==> config.mk <==
export PLATFORM = sky130hd
export DESIGN_NAME = stable_min_priority_queue
export DESIGN_NICKNAME = d
export VERILOG_FILES = /design/src/smpq_pkg.sv /design/src/smpq_ram.sv /design/src/stable_min_priority_queue.sv
export SDC_FILE = /design/constraint.sdc
export NUM_CORES = 1
export LEC_CHECK = 0
export BUFFER_PORTS_ARGS = -buffer_cell sky130_fd_sc_hd__buf_2
export CORE_MARGIN = 2
export CORE_UTILIZATION = 36
export CTS_CLUSTER_DIAMETER = 40
export DETAILED_ROUTE_END_ITERATION = 10
export PLACE_DENSITY = 0.53
export SLEW_MARGIN = 20
export SYNTH_ARGS = -nofsm -noshare
export SYNTH_HDL_FRONTEND = slang
export SYNTH_HIERARCHICAL = 1
export SYNTH_SLANG_ARGS = --single-unit
==> constraint.sdc <==
create_clock -name clk -period 8.3 [get_ports clk]
set_input_delay 1.245 -clock clk [delete_from_list [all_inputs] [get_ports clk]]
set_output_delay 1.245 -clock clk [all_outputs]
set_load 0.05 [all_outputs]
==> src/smpq_pkg.sv <==
// shared constants for the stable min priority queue
// no dependencies; used by the top level and the checker
package smpq_pkg;

    localparam int STATUS_BITS = 2;
    localparam int OCC_BITS    = 5;

    localparam logic OP_ENQUEUE = 1'b0;
    localparam logic OP_DEQUEUE = 1'b1;

    localparam logic [STATUS_BITS-1:0] STATUS_OK    = 2'd0;
    localparam logic [STATUS_BITS-1:0] STATUS_EMPTY = 2'd1;
    localparam logic [STATUS_BITS-1:0] STATUS_FULL  = 2'd2;

endpackage

==> src/smpq_ram.sv <==
// generic single-write, single-read ram with registered read data
// no dependencies; holds the queue entries
module smpq_ram #(
    parameter int WIDTH = 8,
    parameter int DEPTH = 16
) (
    input  logic                     clk,
    input  logic                     wr_en,
    input  logic [$clog2(DEPTH)-1:0] wr_addr,
    input  logic [WIDTH-1:0]         wr_data,
    input  logic [$clog2(DEPTH)-1:0] rd_addr,
    output logic [WIDTH-1:0]         rd_data
);

    logic [WIDTH-1:0] mem [DEPTH];

    always_ff @(posedge clk)
    begin
        if (wr_en)
        begin
            mem[wr_addr] <= wr_data;
        end
        rd_data <= mem[rd_addr];
    end

endmodule

==> src/stable_min_priority_queue.sv <==
// channel  dir  signals                        content
// s_axis   in   s_axis_tvalid/tready/tdata     operation, payload, priority_req
// m_axis   out  m_axis_tvalid/tready/tdata     payload_out, priority_out, status, occupancy
//
// enqueue, full or empty cases: the result is registered straight from the transfer
// dequeue: a scan of every entry through the ram read port, then, unless the minimum
// is the last entry, a fetch and a shift of each entry behind the removed one
// one item at a time; a new transfer is taken once the result register drains
// reset (rst_n low, asynchronous) empties the queue; ram contents are not cleared
// top level of the stable min priority queue; depends on smpq_pkg and smpq_ram
module stable_min_priority_queue #(
    parameter int CAPACITY      = 16,
    parameter int PAYLOAD_BITS  = 32,
    parameter int PRIORITY_BITS = 16
) (
    input  logic clk,
    input  logic rst_n,
    input  logic s_axis_tvalid,
    output logic s_axis_tready,
    // operation, payload, priority_req, zero pad
    input  logic [((PAYLOAD_BITS + PRIORITY_BITS + 8) / 8) * 8 - 1:0] s_axis_tdata,
    output logic m_axis_tvalid,
    input  logic m_axis_tready,
    // payload_out, priority_out, status, occupancy, zero pad
    output logic [((PAYLOAD_BITS + PRIORITY_BITS + smpq_pkg::STATUS_BITS
                    + smpq_pkg::OCC_BITS + 7) / 8) * 8 - 1:0] m_axis_tdata
);

    localparam int IW      = $clog2(CAPACITY);
    localparam int CW      = $clog2(CAPACITY + 1);
    localparam int ENTRY_W = PAYLOAD_BITS + PRIORITY_BITS;
    localparam int OUT_W   = ((PAYLOAD_BITS + PRIORITY_BITS + smpq_pkg::STATUS_BITS
                               + smpq_pkg::OCC_BITS + 7) / 8) * 8;

    typedef enum logic [3:0] {
        ST_IDLE  = 4'b0001,
        ST_SCAN  = 4'b0010,
        ST_FETCH = 4'b0100,
        ST_SHIFT = 4'b1000
    } state_t;

    state_t state_reg, state_next;

    logic [CW-1:0] cnt_reg, cnt_next;
    logic [IW-1:0] pos_reg, pos_next;
    logic [IW-1:0] best_idx_reg, best_idx_next;
    logic [PAYLOAD_BITS-1:0] best_pay_reg, best_pay_next;
    logic signed [PRIORITY_BITS-1:0] best_pri_reg, best_pri_next;

    logic out_valid_reg, out_valid_next;
    logic [PAYLOAD_BITS-1:0] out_pay_reg, out_pay_next;
    logic signed [PRIORITY_BITS-1:0] out_pri_reg, out_pri_next;
    logic [smpq_pkg::STATUS_BITS-1:0] out_status_reg, out_status_next;
    logic [smpq_pkg::OCC_BITS-1:0] out_occ_reg, out_occ_next;

    logic wr_en;
    logic [IW-1:0] wr_addr;
    logic [ENTRY_W-1:0] wr_data;
    logic [IW-1:0] rd_addr;
    logic [ENTRY_W-1:0] rd_data;

    logic in_accept;
    logic in_op;
    logic [PAYLOAD_BITS-1:0] in_pay;
    logic signed [PRIORITY_BITS-1:0] in_pri;
    logic [PAYLOAD_BITS-1:0] rd_pay;
    logic signed [PRIORITY_BITS-1:0] rd_pri;
    logic [CW-1:0] cnt_m1;
    logic [IW-1:0] last_idx;
    logic scan_take;
    logic finish;

    assign in_op  = s_axis_tdata[0];
    assign in_pay = s_axis_tdata[PAYLOAD_BITS:1];
    assign in_pri = s_axis_tdata[ENTRY_W:PAYLOAD_BITS+1];

    assign rd_pay = rd_data[PAYLOAD_BITS-1:0];
    assign rd_pri = rd_data[ENTRY_W-1:PAYLOAD_BITS];

    assign cnt_m1   = cnt_reg - CW'(1);
    assign last_idx = cnt_m1[IW-1:0];

    assign s_axis_tready = (state_reg == ST_IDLE) && (!out_valid_reg || m_axis_tready);
    assign in_accept     = s_axis_tvalid && s_axis_tready;

    // strict less-than keeps the oldest entry on ties
    assign scan_take = (pos_reg == '0) || (rd_pri < best_pri_reg);

    smpq_ram #(
        .WIDTH(ENTRY_W),
        .DEPTH(CAPACITY)
    ) u_ram (
        .clk    (clk),
        .wr_en  (wr_en),
        .wr_addr(wr_addr),
        .wr_data(wr_data),
        .rd_addr(rd_addr),
        .rd_data(rd_data)
    );

    always_comb
    begin
        state_next      = state_reg;
        cnt_next        = cnt_reg;
        pos_next        = pos_reg;
        best_idx_next   = best_idx_reg;
        best_pay_next   = best_pay_reg;
        best_pri_next   = best_pri_reg;
        out_valid_next  = out_valid_reg && !m_axis_tready;
        out_pay_next    = out_pay_reg;
        out_pri_next    = out_pri_reg;
        out_status_next = out_status_reg;
        out_occ_next    = out_occ_reg;
        wr_en           = 1'b0;
        wr_addr         = pos_reg;
        wr_data         = rd_data;
        rd_addr         = '0;
        finish          = 1'b0;

        unique case (state_reg)
            ST_IDLE:
            begin
                if (in_accept)
                begin
                    out_pay_next = '0;
                    out_pri_next = '0;
                    if (in_op == smpq_pkg::OP_ENQUEUE)
                    begin
                        out_valid_next = 1'b1;
                        if (cnt_reg == CW'(CAPACITY))
                        begin
                            out_status_next = smpq_pkg::STATUS_FULL;
                            out_occ_next    = smpq_pkg::OCC_BITS'(cnt_reg);
                        end
                        else
                        begin
                            wr_en           = 1'b1;
                            wr_addr         = cnt_reg[IW-1:0];
                            wr_data         = {in_pri, in_pay};
                            cnt_next        = cnt_reg + CW'(1);
                            out_status_next = smpq_pkg::STATUS_OK;
                            out_occ_next    = smpq_pkg::OCC_BITS'(cnt_reg + CW'(1));
                        end
                    end
                    else if (cnt_reg == '0)
                    begin
                        out_valid_next  = 1'b1;
                        out_status_next = smpq_pkg::STATUS_EMPTY;
                        out_occ_next    = '0;
                    end
                    else
                    begin
                        pos_next   = '0;
                        state_next = ST_SCAN;
                    end
                end
            end
            ST_SCAN:
            begin
                rd_addr = pos_reg + IW'(1);
                if (scan_take)
                begin
                    best_idx_next = pos_reg;
                    best_pay_next = rd_pay;
                    best_pri_next = rd_pri;
                end
                if (pos_reg == last_idx)
                begin
                    if (best_idx_next == last_idx)
                    begin
                        finish = 1'b1;
                    end
                    else
                    begin
                        pos_next   = best_idx_next;
                        state_next = ST_FETCH;
                    end
                end
                else
                begin
                    pos_next = pos_reg + IW'(1);
                end
            end
            ST_FETCH:
            begin
                rd_addr    = pos_reg + IW'(1);
                state_next = ST_SHIFT;
            end
            ST_SHIFT:
            begin
                wr_en   = 1'b1;
                wr_addr = pos_reg;
                wr_data = rd_data;
                rd_addr = pos_reg + IW'(2);
                if (pos_reg + IW'(1) == last_idx)
                begin
                    finish = 1'b1;
                end
                else
                begin
                    pos_next = pos_reg + IW'(1);
                end
            end
            default:
            begin
                state_next = ST_IDLE;
            end
        endcase

        if (finish)
        begin
            out_valid_next  = 1'b1;
            out_pay_next    = best_pay_next;
            out_pri_next    = best_pri_next;
            out_status_next = smpq_pkg::STATUS_OK;
            out_occ_next    = smpq_pkg::OCC_BITS'(cnt_m1);
            cnt_next        = cnt_m1;
            state_next      = ST_IDLE;
        end
    end

    always_ff @(posedge clk or negedge rst_n)
    begin
        if (!rst_n)
        begin
            state_reg     <= ST_IDLE;
            cnt_reg       <= '0;
            pos_reg       <= '0;
            out_valid_reg <= 1'b0;
        end
        else
        begin
            state_reg     <= state_next;
            cnt_reg       <= cnt_next;
            pos_reg       <= pos_next;
            out_valid_reg <= out_valid_next;
        end
    end

    always_ff @(posedge clk)
    begin
        best_idx_reg   <= best_idx_next;
        best_pay_reg   <= best_pay_next;
        best_pri_reg   <= best_pri_next;
        out_pay_reg    <= out_pay_next;
        out_pri_reg    <= out_pri_next;
        out_status_reg <= out_status_next;
        out_occ_reg    <= out_occ_next;
    end

    assign m_axis_tvalid = out_valid_reg;

    always_comb
    begin
        m_axis_tdata = '0;
        m_axis_tdata[PAYLOAD_BITS-1:0] = out_pay_reg;
        m_axis_tdata[ENTRY_W-1:PAYLOAD_BITS] = out_pri_reg;
        m_axis_tdata[ENTRY_W+smpq_pkg::STATUS_BITS-1:ENTRY_W] = out_status_reg;
        m_axis_tdata[ENTRY_W+smpq_pkg::STATUS_BITS+smpq_pkg::OCC_BITS-1:
                     ENTRY_W+smpq_pkg::STATUS_BITS] = out_occ_reg;
    end

endmodule

==> results.yml <==
clock_network:
  cts_max_path_buffers: 3
  clk-insertion-delay-late_ns: 0.69
  cts_made_buffers: 120
  cts-root-buf: "clkbuf_16"
  cts_setup_buffers: 0
  cts_tree: "built"
  htree_levels: 3
  hold_buffers: 0
  clk_pin_slew_ns: 0.06
  clkSinkCount: 937
  postCtsResizedCells: 0
floorplanning:
  core_sq_mm: 0.0996
  die_area_sq_mm: 0.103
  start_util: 0.362
  die_x_um: 320
  core.rowCount: 116
  die_h_um: 320
  pin_count: 118
timing:
  min_period_ns: 5.06
  slew_headroom: 0.299
  hold_viol: 0
  drv_slew: 0
  post-route-period-util: 0.610
  rsz0062_at_grt: "no"
  setup_slack_ns: 3.24
  fmax_ghz: 0.198
  setup_tns_ns: 0
  fin_skew_ns: 0.0281
  setup_viol: 0
  max_slew.worst_pin.slew_ns: 1.05
layout:
  seq_area_sq_mm: 0.0271
  reg_top3: "u_ram/mem: 768 flops, u_ram/rd_data: 48 flops"
  largest_register_ffs: 768
  top_register: "u_ram/mem"
  nets: 2064
  drive_gt1_frac: 0.325
  fillCellCount: 8647
  synthToLayoutAreaGrowth_pct: 18.2
  stdcell_count: 3388
  multi_input_area_sq_mm: 0.00854
critical_path:
  crit_path_start_kind: "flop"
  critical_path.endpoint_type: "flop"
  worst-path-max-fanout: 36
  path_class: "flop to flop"
  r2r_slack_ns: 3.24
  critPathRequiredTime_ns: 8.60
  arrival_ns: 5.36
synthesis:
  synth_edf_count: 825
  yosys_warnings: 6
  async_reset_ff_frac: 0.0149
  ys_ff_latch: 937
  synth_top_area_cell: "edfxtp_1"
  synthFlopType: "edfxtp_1"
  ys_seq_area_frac: 0.752
  netlist_area_sq_mm: 0.0360
  syn_inst: 1807
  syn-num-nets: 1888
  yosys.area.top_type_share: 0.688
  netlist_top_cells_area: "edfxtp_1 (69%), mux4_2 (12%), dfxtp_1 (5.4%)"
  synth_cell_types: 78
  syn_avg_cell_area_sq_um: 19.9
place:
  port_buffers: 109
  gp_congestion: 0.783
  dp_cells: 3159
  post-place-ws_ns: 2.95
  hpwl_um: 41800
grt:
  grtUsageMet1: 0.225
  grt_max_degree: 135
  grt_pass1_vias: 18600
  grt.busiest_layer: "met2"
  grt_pass1_wl_um: 122000
  use_met2: 0.259
  use_met3: 0.0262
  antenna_found_initial: 2
  track_usage: 0.160
  overflow: 0
route:
  viasPerCell: 5.20
  vias: 17600
  drt-total-wl_um: 81500
  dr.first_iter.drc_count: 1241
  post-route-drc-count: 0
  final_antenna_net_count: 0
  first_pass_iters: 5
  wl_per_cell_um: 24.1
pwr:
  total_leakage_power_nw: 13.8
  powerDensity_mw_per_mm2: 336
  ir_drop_uv: 179
worst_hold_path:
  hold_class: "flop to flop"
status:
  run_status: "finished clean"
flow_run:
  maxCapViolCount: 0
cell families after synthesis:
group | share of synthesized area
DFF | 0.752
muxes | 0.146
AOI/OAI and AO/OA | 0.0391
buffers and inverters | 0.0156
adders and majority gates | 0.00730
and+or+nand+nor | 0.0343
xor gates and xnor gates | 0.00514
other | 0.000104
power breakdown:
group	internal [mW]	total, mW	switching (mW)
sequential	6.02	6.22	0.194
combinational	0.949	2.61	1.66
clock	3.42	5.48	2.06
cells in the final DEF (no fill, tap or decap), types with 5 or more instances in the layout:
master and n:
nand3_1 12, inv_8 6, a22oi_1 97, xnor2_1 5, clkinvlp_4 7, bufinv_16 19, inv_1 27, ha_1 21
nand2_1 88, clkbuf_8 10, clkbuf_1 18, inv_6 16, a21oi_1 16, edfxtp_1 825, mux4_2 192, clkinv_2 12
buf_4 34, clkbuf_16 122, nor2_1 19, xor2_1 9, o21ai_0 26, nand3b_1 5, nand2b_1 11, nor3_2 6
and2_1 52, nor2_4 14, buf_2 109, dfrtp_1 13, dfxtp_1 98, mux2_2 81, clkinv_4 9
per-stage QoR:
| stage | utilization | hold slack [ns] | power (mW) | cell area, sq um |
|---|---|---|---|---|
| finish | 0.428 | 0.465 | 14.3 | 42600 |
| global route | 0.428 | 0.479 | 14.9 | 42600 |
| CTS | 0.428 | 0.437 | 14.5 | 42600 |
| detailed placement | 0.384 | 0.458 | 8.97 | 38200 |
| global placement | 0.384 | 0.452 | 8.88 | 38200 |
| floorplan | - | 0.444 | 8.21 | 36000 |
final cells by class:
type,count,share of cell area
clock buffers,150,0.0765
clock inverters,78,0.0254
flip-flops and latches,937,0.636
repair buffers,147,0.0209
diodes,1,0.0000588
multi-input cells,750,0.201
inverters,27,0.00238
well taps,1298,0.0381
metal layers:
metal	vias to the layer above	wire length [um]
li1	7745	-
met1	9328	36800
met2	464	39100
met3	97	4180
met4	0	1450
met5	-	0
synthesized netlist by cell type (5+ instances only):
master    number
a21oi_1       16
and2_1        53
dfxtp_1       98
buf_2         15
inv_1         27
nand3_1       12
mux2_2        81
edfxtp_1     825
mux4_2       192
nor3_1         8
ha_1          21
xnor2_1        5
a22oi_1       97
xor2_1         9
buf_1         11
o21ai_0       26
nand2b_1      11
buf_4         19
nand3b_1       5
clkbuf_1      45
dfrtp_1       13
nand2_1       89
nor2_1        33
critical path, cell delays in order (launching register included):
cell and delay (ns):
dfstp_2 0.58, or4b_2 0.68, nor2b_1 0.18, nand2_1 0.21, nor3_2 0.16, buf_4 0.48, nand2_1 0.11, o21ai_0 0.40
nand2_1 0.51, nor2_4 0.61, buf_4 0.72
final timing paths:
| path | startpoint | to | cells after the start |
|---|---|---|---|
| max reg2reg | state_reg[0] | u_ram/mem[15][29] | 10 |
| min in group asynchronous | rst_n | cnt_reg[1] | 1 |
| max in group asynchronous | rst_n | state_reg[0] | 1 |
| min | best_pay_reg[19] | best_pay_reg[19] | 1 |
| max | state_reg[0] | u_ram/mem[15][29] | 10 |
| min reg2reg | best_pay_reg[19] | best_pay_reg[19] | 1 |
Note: power is estimated with default switching activity, not from simulation.
